### config.mk
export PLATFORM = sky130hd
export DESIGN_NAME = touch_zone_key_event_queue
export DESIGN_NICKNAME = d
export VERILOG_FILES = /design/src/rtl/core/tzkq_pkg.sv /design/src/rtl/core/touch_zone_key_event_queue.sv /design/src/rtl/core/tzkq_ram.sv /design/src/rtl/core/tzkq_ctrl.sv /design/src/rtl/core/tzkq_dp.sv
export SDC_FILE = /design/constraint.sdc
export NUM_CORES = 1
export LEC_CHECK = 0
export BUFFER_PORTS_ARGS = -buffer_cell sky130_fd_sc_hd__buf_2
export CAP_MARGIN = 20
export CORE_MARGIN = 2
export CORE_UTILIZATION = 53
export DETAILED_ROUTE_END_ITERATION = 16
export PLACE_DENSITY_LB_ADDON = 0.25
export RECOVER_POWER = 25
export SLEW_MARGIN = 0
export SYNTH_ARGS = -nofsm -noshare
export SYNTH_HDL_FRONTEND = slang
export SYNTH_SLANG_ARGS = --single-unit
### constraint.sdc
create_clock -name clock -period 2.9 [get_ports clock]
set_input_delay 0.87 -clock clock [delete_from_list [all_inputs] [get_ports clock]]
set_output_delay 0.87 -clock clock [all_outputs]
set_load 0.03 [all_outputs]
### src/rtl/core/tzkq_pkg.sv
// Shared types and constants for the touch zone key event queue.
// Depends on nothing; every other file in rtl/core but tzkq_ram imports it.
`timescale 1ns / 1ps
`default_nettype none

package tzkq_pkg;

   // Ring geometry and field widths
   localparam int RING_DEPTH_DEFAULT = 32;
   localparam int ZONE_COUNT         = 8;
   localparam int ZONE_IDX_W         = 3;
   localparam int COORD_W            = 12;
   localparam int KEY_W              = 8;
   localparam int EVENT_W            = KEY_W + 1;
   localparam int DROP_W             = 4;
   localparam int KEY_MAP_W          = ZONE_COUNT * KEY_W;
   localparam int CSR_ADDR_W         = 4;

   // Pad geometry: pad starts at row 200, zones are 80 wide and 140 tall
   localparam int PAD_TOP   = 200;
   localparam int ZONE_W    = 80;
   localparam int ZONE_H    = (480 - PAD_TOP) / 2;
   localparam int ROW_SPLIT = PAD_TOP + ZONE_H;

   // Request codes
   localparam logic REQ_TOUCH = 1'b0;
   localparam logic REQ_POP   = 1'b1;

   typedef struct packed {
      logic                 req_type;
      logic [3:0]           touch_count;
      logic [COORD_W-1:0]   first_x;
      logic [COORD_W-1:0]   first_y;
      logic [COORD_W-1:0]   second_x;
      logic [COORD_W-1:0]   second_y;
   } req_payload_type;

   typedef struct packed {
      logic [ZONE_COUNT-1:0] held_mask;
      logic                  event_valid;
      logic                  event_pressed;
      logic [KEY_W-1:0]      event_key;
      logic [DROP_W-1:0]     dropped_events;
   } rsp_payload_type;

   typedef enum logic [2:0] {
      ST_IDLE,
      ST_DECODE,
      ST_SCAN,
      ST_POP_WAIT,
      ST_DONE
   } ctrl_state_type;

   // Controller to datapath
   typedef struct packed {
      logic load;
      logic zone_calc;
      logic scan_step;
      logic pop_read;
      logic result_write;
   } dp_cmd_type;

   // Datapath to controller
   typedef struct packed {
      logic req_is_pop;
      logic scan_last;
      logic out_free;
   } dp_status_type;

endpackage

`default_nettype wire

### src/rtl/core/touch_zone_key_event_queue.sv
// Top level of the touch zone key event queue: key map register and wiring.
// Depends on tzkq_pkg, tzkq_ctrl and tzkq_dp.
`timescale 1ns / 1ps
`default_nettype none

// Turns touch reports into key press/release events held in a ring of
// RING_DEPTH entries (at most RING_DEPTH-1 events stored; pushes to a full
// ring are dropped and counted in the report's result). Every request gives
// exactly one result. One request is in work at a time: a touch report is
// scanned over the eight zones, one zone and at most one ring write per
// cycle; a pop goes through the registered read of the ring memory. A
// finished result waits in an output register and the next request is
// accepted meanwhile. The key map is a 64-bit register at address 0 of the
// APB port; write it only while no request is in work.
module touch_zone_key_event_queue
   import tzkq_pkg::*;
#(
   parameter int RING_DEPTH = RING_DEPTH_DEFAULT
) (
   input  wire logic                  clock,
   input  wire logic                  reset,
   input  wire logic                  req_valid,
   output logic                       req_ready,
   input  wire req_payload_type       req_data,
   output logic                       rsp_valid,
   input  wire logic                  rsp_ready,
   output rsp_payload_type            rsp_data,
   input  wire logic                  psel,
   input  wire logic                  penable,
   input  wire logic                  pwrite,
   input  wire logic [CSR_ADDR_W-1:0] paddr,
   input  wire logic [KEY_MAP_W-1:0]  pwdata,
   output logic [KEY_MAP_W-1:0]       prdata,
   output logic                       pready
);

   logic [KEY_MAP_W-1:0] key_map_ff;
   logic                 key_map_sel;
   dp_cmd_type           cmd;
   dp_status_type        status;

   // Register decode: key map occupies the first 8-byte slot
   assign key_map_sel = (paddr[CSR_ADDR_W-1] == 1'b0);
   assign pready      = 1'b1;
   assign prdata      = key_map_sel ? key_map_ff : '0;

   // Write key map
   always_ff @(posedge clock) begin
      if (reset) begin
         key_map_ff <= '0;
      end else if (psel && penable && pwrite && pready && key_map_sel) begin
         key_map_ff <= pwdata;
      end
   end

   tzkq_ctrl u_ctrl (
      .clock     (clock),
      .reset     (reset),
      .req_valid (req_valid),
      .req_ready (req_ready),
      .status    (status),
      .cmd       (cmd)
   );

   tzkq_dp #(
      .RING_DEPTH (RING_DEPTH)
   ) u_dp (
      .clock     (clock),
      .reset     (reset),
      .cmd       (cmd),
      .status    (status),
      .req_data  (req_data),
      .key_map   (key_map_ff),
      .rsp_valid (rsp_valid),
      .rsp_ready (rsp_ready),
      .rsp_data  (rsp_data)
   );

endmodule

`default_nettype wire

### src/rtl/core/tzkq_ram.sv
// Generic single-write, single-read RAM with registered read data.
// Depends on nothing.
`timescale 1ns / 1ps
`default_nettype none

module tzkq_ram #(
   parameter  int WIDTH = 9,
   parameter  int DEPTH = 32,
   localparam int AddrW = (DEPTH > 1) ? $clog2(DEPTH) : 1
) (
   input  wire logic             clock,
   input  wire logic             wr_en,
   input  wire logic [AddrW-1:0] wr_addr,
   input  wire logic [WIDTH-1:0] wr_data,
   input  wire logic             rd_en,
   input  wire logic [AddrW-1:0] rd_addr,
   output logic      [WIDTH-1:0] rd_data
);

   logic [WIDTH-1:0] mem_ff [DEPTH];
   logic [WIDTH-1:0] rd_data_ff;

   // Write port
   always_ff @(posedge clock) begin
      if (wr_en) begin
         mem_ff[wr_addr] <= wr_data;
      end
   end

   // Registered read port
   always_ff @(posedge clock) begin
      if (rd_en) begin
         rd_data_ff <= mem_ff[rd_addr];
      end
   end

   assign rd_data = rd_data_ff;

endmodule

`default_nettype wire

### src/rtl/core/tzkq_ctrl.sv
// Sequencer for the key event queue: accepts a request, steps the datapath.
// Depends on tzkq_pkg.
`timescale 1ns / 1ps
`default_nettype none

module tzkq_ctrl
   import tzkq_pkg::*;
(
   input  wire logic          clock,
   input  wire logic          reset,
   input  wire logic          req_valid,
   output logic               req_ready,
   input  wire dp_status_type status,
   output dp_cmd_type         cmd
);

   ctrl_state_type state_ff;
   ctrl_state_type state_in;

   // Hold state
   always_ff @(posedge clock) begin
      if (reset) begin
         state_ff <= ST_IDLE;
      end else begin
         state_ff <= state_in;
      end
   end

   // Next state
   always_comb begin
      state_in = state_ff;
      case (state_ff)
         ST_IDLE: begin
            if (req_valid) begin
               state_in = ST_DECODE;
            end
         end
         ST_DECODE: begin
            state_in = status.req_is_pop ? ST_POP_WAIT : ST_SCAN;
         end
         ST_SCAN: begin
            if (status.scan_last) begin
               state_in = ST_DONE;
            end
         end
         ST_POP_WAIT: begin
            state_in = ST_DONE;
         end
         ST_DONE: begin
            if (status.out_free) begin
               state_in = ST_IDLE;
            end
         end
         default: begin
            state_in = ST_IDLE;
         end
      endcase
   end

   // Outputs
   always_comb begin
      req_ready        = 1'b0;
      cmd              = '0;
      case (state_ff)
         ST_IDLE: begin
            req_ready = 1'b1;
            cmd.load  = req_valid;
         end
         ST_DECODE: begin
            cmd.zone_calc = !status.req_is_pop;
            cmd.pop_read  = status.req_is_pop;
         end
         ST_SCAN: begin
            cmd.scan_step = 1'b1;
         end
         ST_POP_WAIT: begin
            cmd = '0;
         end
         ST_DONE: begin
            cmd.result_write = status.out_free;
         end
         default: begin
            cmd = '0;
         end
      endcase
   end

endmodule

`default_nettype wire

### src/rtl/core/tzkq_dp.sv
// Datapath: zone mapping, held mask, event ring pointers and result register.
// Depends on tzkq_pkg and tzkq_ram.
`timescale 1ns / 1ps
`default_nettype none

module tzkq_dp
   import tzkq_pkg::*;
#(
   parameter int RING_DEPTH = RING_DEPTH_DEFAULT
) (
   input  wire logic                 clock,
   input  wire logic                 reset,
   input  wire dp_cmd_type           cmd,
   output dp_status_type             status,
   input  wire req_payload_type      req_data,
   input  wire logic [KEY_MAP_W-1:0] key_map,
   output logic                      rsp_valid,
   input  wire logic                 rsp_ready,
   output rsp_payload_type           rsp_data
);

   localparam int PtrW = (RING_DEPTH > 1) ? $clog2(RING_DEPTH) : 1;
   localparam logic [PtrW-1:0] PtrLast = PtrW'(RING_DEPTH - 1);

   // Map one point to a one-hot zone bit, zero above the pad
   function automatic logic [ZONE_COUNT-1:0] zone_bit(input logic [COORD_W-1:0] x,
                                                       input logic [COORD_W-1:0] y);
      logic [1:0]            col;
      logic                  row;
      logic [ZONE_COUNT-1:0] bits;
      if (x >= COORD_W'(3 * ZONE_W)) begin
         col = 2'd3;
      end else if (x >= COORD_W'(2 * ZONE_W)) begin
         col = 2'd2;
      end else if (x >= COORD_W'(ZONE_W)) begin
         col = 2'd1;
      end else begin
         col = 2'd0;
      end
      row  = (y >= COORD_W'(ROW_SPLIT));
      bits = ZONE_COUNT'(1) << {col, row};
      if (y < COORD_W'(PAD_TOP)) begin
         bits = '0;
      end
      return bits;
   endfunction

   req_payload_type       req_ff;
   logic [ZONE_COUNT-1:0] held_ff;
   logic [ZONE_COUNT-1:0] changed_ff;
   logic [ZONE_IDX_W-1:0] zone_ff;
   logic [DROP_W-1:0]     drop_ff;
   logic [PtrW-1:0]       wr_ff;
   logic [PtrW-1:0]       rd_ff;
   logic                  ev_valid_ff;
   logic                  rsp_valid_ff;
   rsp_payload_type       rsp_ff;

   logic [ZONE_COUNT-1:0] mask;
   logic [PtrW-1:0]       wr_next;
   logic [PtrW-1:0]       rd_next;
   logic                  ring_full;
   logic                  ring_empty;
   logic                  zone_changed;
   logic                  push;
   logic                  pop;
   logic [EVENT_W-1:0]    push_event;
   logic [EVENT_W-1:0]    pop_event;

   // New held mask from the captured report
   always_comb begin
      mask = '0;
      if (req_ff.touch_count != 4'd0) begin
         mask = mask | zone_bit(req_ff.first_x, req_ff.first_y);
      end
      if (req_ff.touch_count[3:1] != 3'd0) begin
         mask = mask | zone_bit(req_ff.second_x, req_ff.second_y);
      end
   end

   // Ring pointers and occupancy
   assign wr_next    = (wr_ff == PtrLast) ? '0 : wr_ff + 1'b1;
   assign rd_next    = (rd_ff == PtrLast) ? '0 : rd_ff + 1'b1;
   assign ring_full  = (wr_next == rd_ff);
   assign ring_empty = (wr_ff == rd_ff);

   // One zone per scan step
   assign zone_changed = changed_ff[zone_ff];
   assign push         = cmd.scan_step && zone_changed && !ring_full;
   assign pop          = cmd.pop_read && !ring_empty;
   assign push_event   = {held_ff[zone_ff], key_map[zone_ff * KEY_W +: KEY_W]};

   tzkq_ram #(
      .WIDTH (EVENT_W),
      .DEPTH (RING_DEPTH)
   ) u_ring (
      .clock   (clock),
      .wr_en   (push),
      .wr_addr (wr_ff),
      .wr_data (push_event),
      .rd_en   (pop),
      .rd_addr (rd_ff),
      .rd_data (pop_event)
   );

   // Capture request
   always_ff @(posedge clock) begin
      if (cmd.load) begin
         req_ff <= req_data;
      end
   end

   // Held mask, change set, scan counter and drop count
   always_ff @(posedge clock) begin
      if (reset) begin
         held_ff     <= '0;
         changed_ff  <= '0;
         zone_ff     <= '0;
         drop_ff     <= '0;
         ev_valid_ff <= 1'b0;
      end else begin
         if (cmd.load) begin
            zone_ff     <= '0;
            drop_ff     <= '0;
            ev_valid_ff <= 1'b0;
         end
         if (cmd.zone_calc) begin
            held_ff    <= mask;
            changed_ff <= mask ^ held_ff;
         end
         if (cmd.scan_step) begin
            zone_ff <= zone_ff + 1'b1;
            if (zone_changed && ring_full) begin
               drop_ff <= drop_ff + 1'b1;
            end
         end
         if (pop) begin
            ev_valid_ff <= 1'b1;
         end
      end
   end

   // Advance ring pointers
   always_ff @(posedge clock) begin
      if (reset) begin
         wr_ff <= '0;
         rd_ff <= '0;
      end else begin
         if (push) begin
            wr_ff <= wr_next;
         end
         if (pop) begin
            rd_ff <= rd_next;
         end
      end
   end

   // Result register
   always_ff @(posedge clock) begin
      if (reset) begin
         rsp_valid_ff <= 1'b0;
      end else if (cmd.result_write) begin
         rsp_valid_ff <= 1'b1;
      end else if (rsp_ready) begin
         rsp_valid_ff <= 1'b0;
      end
   end

   always_ff @(posedge clock) begin
      if (cmd.result_write) begin
         rsp_ff.held_mask      <= held_ff;
         rsp_ff.event_valid    <= ev_valid_ff;
         rsp_ff.event_pressed  <= ev_valid_ff & pop_event[KEY_W];
         rsp_ff.event_key      <= ev_valid_ff ? pop_event[KEY_W-1:0] : '0;
         rsp_ff.dropped_events <= drop_ff;
      end
   end

   assign rsp_valid = rsp_valid_ff;
   assign rsp_data  = rsp_ff;

   // Status back to the sequencer
   assign status.req_is_pop = (req_ff.req_type == REQ_POP);
   assign status.scan_last  = (zone_ff == ZONE_IDX_W'(ZONE_COUNT - 1));
   assign status.out_free   = !rsp_valid_ff || rsp_ready;

endmodule

`default_nettype wire

# After elaboration in Yosys (flattened, before gate mapping)

Memories as Yosys holds them, arrays and structs flattened. A register that Yosys moved wholly into a read port is not among the register bits.
Index checks and enable logic that the tools add are counted.

Order comparisons: 11
Equality and inequality tests: 12
Shift-type cells: 3
Bitwise operators: 4
Reductions and logical operators: 19
Add/sub/neg operators: 4
Muxes and demuxes: 42

Operators by type and width:

| kind                | count |
|---|---|
| $mux 64             | 1 |
| $shiftx 64x7->8     | 1 |
| $ge 12x8->1 const B | 4 |
| $mux 8              | 5 |
| $ge 12x7->1 const B | 2 |
| $ge 12x9->1 const B | 2 |
| $lt 12x8->1 const B | 2 |
| $mux 1              | 17 |
| $shl 1x3->8 const A | 2 |
| $mux 3              | 5 |
| $pmux 3 s5          | 1 |
| $mux 2              | 6 |
| $mux 4              | 3 |
| $add 5x1->5 const B | 2 |
| $eq 5x5->1          | 2 |
| $eq 5x5->1 const B  | 2 |
| $mux 5              | 2 |
| $or 8x8->8          | 1 |
| $xor 8x8->8         | 1 |
| $logic_and 1x1->1   | 7 |
| $bmux 1 s3          | 2 |
| $eq 3x2->1 const B  | 2 |
| $eq 3x3->1 const B  | 2 |
| $reduce_bool 2->1   | 3 |
| other kinds (14)    | 18 |

Register bits after elaboration: 177
Memories kept: 1
Memory bits (writable): 288
Output and inout port bits: 89
Logic and storage cells: 117

Memory list:

| name               | words | width | read ports | clocked after Yosys merged registers in | wr ports | line           | text |
|---|---|---|---|---|---|---|---|
| u_dp.u_ring.mem_ff | 32    | 9     | 1          | 1                                       | 1        | tzkq_ram.sv:20 | `logic [WIDTH-1:0] mem_ff [DEPTH];` |

# Longest topological paths before layout

Depth after elaboration: 11
Gate-level depth with buffers: 11
Depth with buffers taken out: 8

# By module

Synthesis repeated with hierarchy kept, for this count alone.

Cells, all modules: 1217
Area, all modules: 19785.2 µm²

Modules (own cells, without submodules):

| module                     | area an instance (µm²) | times used | cells each |
|---|---|---|---|
| tzkq_ram                   | 11372.2                | 1          | 463 |
| tzkq_dp                    | 4850.9                 | 1          | 380 |
| touch_zone_key_event_queue | 3357.0                 | 1          | 351 |
| tzkq_ctrl                  | 205.2                  | 1          | 23 |

# Worst setup path before layout

No wires, ideal clock.

Path type: reg-to-reg
Start: reg u_dp.wr_ff[0]
End: mem u_dp.u_ring.mem_ff[11][0] (enable)
Data required time: 2.562 ns
Data arrival time: 2.711 ns
Clock period less this slack: 3.048 ns
Slack: -0.148 ns
Cell stages (with the launch flop): 11
Cell sequence: dfxtp_1 > ha_1 > clkbuf_1 > and3_1 > ha_1 > clkbuf_1 > or3_1 > and4_1 > a21oi_2 > clkbuf_1 > and3_1

Cells in the longest elaborated chain, start to end: 7
Elaborated cells between the ends (all ways): 8

RTL lines:

| item                                      | line           | text |
|---|---|---|
| start: declaration                        | tzkq_dp.sv:53  | `logic [PtrW-1:0] wr_ff;` |
| start signal: assignment                  | tzkq_dp.sv:150 | `wr_ff <= wr_next;` |
| $add 5x1->5 or $eq 5x5->1 (tied branches) | tzkq_dp.sv:82  | `assign wr_next = (wr_ff == PtrLast) ? '0 : wr_ff + 1'b1;` |
| $mux 5                                    | tzkq_dp.sv:82  |  |
| $eq 5x5->1                                | tzkq_dp.sv:84  | `assign ring_full = (wr_next == rd_ff);` |
| $logic_not 1->1                           | tzkq_dp.sv:89  | `assign push = cmd.scan_step && zone_changed && !ring_full;` |
| $logic_and 1x1->1                         | tzkq_dp.sv:89  |  |
| $mux 1                                    | tzkq_ram.sv:25 | `if (wr_en) begin` |
| $mux 1 (implied by the code)              | tzkq_ram.sv:26 | `mem_ff[wr_addr] <= wr_data;` |
| end: declaration                          | tzkq_ram.sv:20 |  |

Parallel ways exist; a longest one is shown, timed or not.

# Worst setup path after layout

Start: reg u_dp.wr_ff[0]
End: mem u_dp.u_ring.mem_ff[24][1] (enable)

Same word-level chain as after synthesis.

==> impl_metrics.json <==
{
  "worstPathCellList": "ha_1 -> and3_1 -> ha_1 -> or3_1 -> and4_1 -> a21oi_4 -> buf_12 -> and3_2",
  "clkLatencyLatePin_ns": 0.56,
  "drtPass1Iterations": 5,
  "syn-cell-area_mm2": 0.01907,
  "grt-ovfl-total": 0,
  "crit_path_frequent_cell": "ha_1",
  "drive_above_1_share": 0.3028,
  "vdd_drop_max_v": 0.0005293,
  "rsz0062_at_grt": "no",
  "fin_crit_ns": 2.697,
  "crit_family": "simple AND/OR/NAND/NOR gates",
  "antenna_left": 0,
  "via_per_inst": 5.819,
  "timing.setup.tns_ns": 0,
  "dieArea_mm2": 0.03752,
  "synth_seq_cells": 462,
  "setup_ws_ns": 0.2034,
  "cts_tree": "yes",
  "async_flop_share": 0,
  "crit_path_start_kind": "register",
  "port-buffer-count": 200,
  "required_ns": 3.13,
  "powerDensity_mw_per_mm2": 604.8,
  "final_cell_mix": "360 x edfxtp_1, 175 x buf_2, 157 x nand2_1",
  "die_w_um": 193.7,
  "clock_sinks": 462,
  "worst_path_max_delay_cell": "or3_1",
  "hold_viol_final": 0,
  "syn_area_per_cell_um2": 15.44,
  "cts.clk_slew.worst_paths_ns": 0.06,
  "critical_path_buf_inv_count": 1,
  "cts_resized": 0,
  "max_stage_delay_ns": 0.39,
  "rows": 69,
  "yosysSeqAreaShare": 0.6739,
  "cts_setup_buffers": 0,
  "skew_ns": 0.02023,
  "avgRoutedWirePerCell_um": 21.55,
  "grt_usage": 0.2244,
  "drcViolationCount": 0,
  "drt_iter0_drc": 928,
  "antenna_cells": 0,
  "cts_buffer_depth": 3,
  "cp.arrival_ns": 2.93,
  "grt_pass1_wl_mm": 64.87,
  "antenna_found_initial": 2,
  "coreArea_mm2": 0.03548,
  "hpwl_mm": 27.41,
  "worstMarginPinSlew_ns": 1.494,
  "place_ws_ns": 0.2119,
  "worst_setup_path_end_kind": "register",
  "cp_max_fo": 37,
  "finalWirelength_mm": 41.89,
  "p_leak_nw": 7.856,
  "synthFlopType": "edfxtp_1",
  "path_class": "reg -> reg",
  "run_status": "finished clean",
  "min_path_type": "reg -> reg",
  "fill_cells": 2552,
  "syn2layout_area_growth_pct": 16.84,
  "grt_pass1_vias": 11280,
  "slew_headroom": 0.003780,
  "fmax_mhz": 370.8,
  "setup_viol": 0,
  "gp_congestion": 0.8070,
  "cts_made_buffers": 46,
  "cts_htree_levels": 2,
  "final_nets": 1585,
  "total_power_mw": 13.48,
  "synthDistinctLibCells": 62,
  "yosysWarningCount": 0,
  "postCtsHoldBufs": 0,
  "dr_total_vias": 11310,
  "fin_crit_sh": 0.9299,
  "syn_nets": 1373,
  "grt_start_max_net_pins": 65,
  "cts_root_buffer": "clkbuf_16",
  "cap_violations": 0,
  "syn-instance-count": 1235,
  "pin_count": 217,
  "fp.dieH_um": 193.7,
  "final_common_cell": "edfxtp_1",
  "final_core_utilization": 0.6279,
  "synth-edff-count": 360,
  "drv_slew": 0,
  "initial_core_util": 0.5375
}
==> final cells by class <==
cell class / count / area [um2] / area share
inverter: 7 / 30.03 / 0.001348
clock inverter: 30 / 256.5 / 0.01151
clock buffer: 54 / 1222 / 0.05486
timing repair buffer: 243 / 1444 / 0.06480
tap: 461 / 576.8 / 0.02589
sequential: 462 / 12860 / 0.5770
multi-input combinational: 687 / 5894 / 0.2645
==> layer usage <==
layer  part of all wire  up-vias  GRT usage
li1                   -     5211          -
met1               0.42     5649     0.3093
met2               0.49      386     0.3661
met5            0.00057        -          0
met3              0.071       63    0.04679
met4              0.023        4    0.06333
==> where the power goes <==
part	switching [mW]	internal, mW
registers	0.0596	7.19
clock network	2.41	3.37
logic	0.285	0.161
total	2.76	10.7
==> sequential cells by signal, summed over array words and instances (netlist names), 5 cells and up <==
name and flops:
key_map_ff 64, u_dp.req_ff 40, u_dp.wr_ff 5, u_dp.u_ring.mem_ff 288, u_dp.held_ff 8, u_dp.u_ring.rd_data 9
u_dp.rd_ff 5, u_dp.rsp_data 22, u_dp.changed_ff 8
==> final timing paths <==
check / depth (start not counted) / from / endpoint / slack (ns)
worst min-delay path: 2 / key_map_ff[18]$_SDFFE_PP0P_ / key_map_ff[18]$_SDFFE_PP0P_ / 0.46
worst max-delay path: 8 / u_dp.wr_ff[0]$_SDFFE_PP0P_ / u_dp.u_ring.mem_ff[24][1]$_DFFE_PP_ / 0.20
worst min register to register: 2 / key_map_ff[18]$_SDFFE_PP0P_ / key_map_ff[18]$_SDFFE_PP0P_ / 0.46
worst max register to register: 8 / u_dp.wr_ff[0]$_SDFFE_PP0P_ / u_dp.u_ring.mem_ff[24][1]$_DFFE_PP_ / 0.20
==> per-stage QoR <==
step | instances | cell area [um2] | hold WS (ns)
final | 1944 | 22280 | 0.4638
after global routing | 1944 | 22280 | 0.4669
after floorplan | 1235 | 19120 | 0.4223
after CTS | 1944 | 22340 | 0.4623
after global placement | 1860 | 20870 | 0.4496
after detailed placement | 1860 | 20870 | 0.4540
==> cell usage after synthesis (9+ instances only) <==
| library cell | number | area [um2] |
|---|---|---|
| nor2_1 | 27 | 101.4 |
| buf_1 | 13 | 48.80 |
| buf_2 | 9 | 45.04 |
| nand2_1 | 157 | 589.3 |
| o211ai_1 | 11 | 82.58 |
| and2_1 | 11 | 68.82 |
| a21oi_1 | 79 | 395.4 |
| dfxtp_1 | 102 | 2042 |
| o21ai_0 | 12 | 60.06 |
| nor2b_1 | 65 | 406.6 |
| ha_1 | 10 | 125.1 |
| mux2_2 | 19 | 214.0 |
| or3_1 | 11 | 68.82 |
| nand3_1 | 17 | 85.08 |
| nor3b_1 | 10 | 75.07 |
| and3_1 | 38 | 237.7 |
| clkbuf_1 | 53 | 198.9 |
| mux4_2 | 110 | 2477 |
| edfxtp_1 | 360 | 10810 |
==> worst min-delay path, cell delays in order, from the launching register on <==
cell	delay [ns]
dfxtp_1	0.31
nand2_1	0.05
a21oi_1	0.05
==> cells by family after synthesis <==
kind of cell,share of synthesized area
adder cells (fa/ha/maj),0.006561
buffers and inverters,0.01890
AO/OA/AOI/OAI,0.04927
multiplexers,0.1454
AND/OR/NAND/NOR,0.1007
flip-flops,0.6739
other,0.0001966
XOR/XNOR,0.005052
Note: power is estimated with default switching activity, not from simulation.
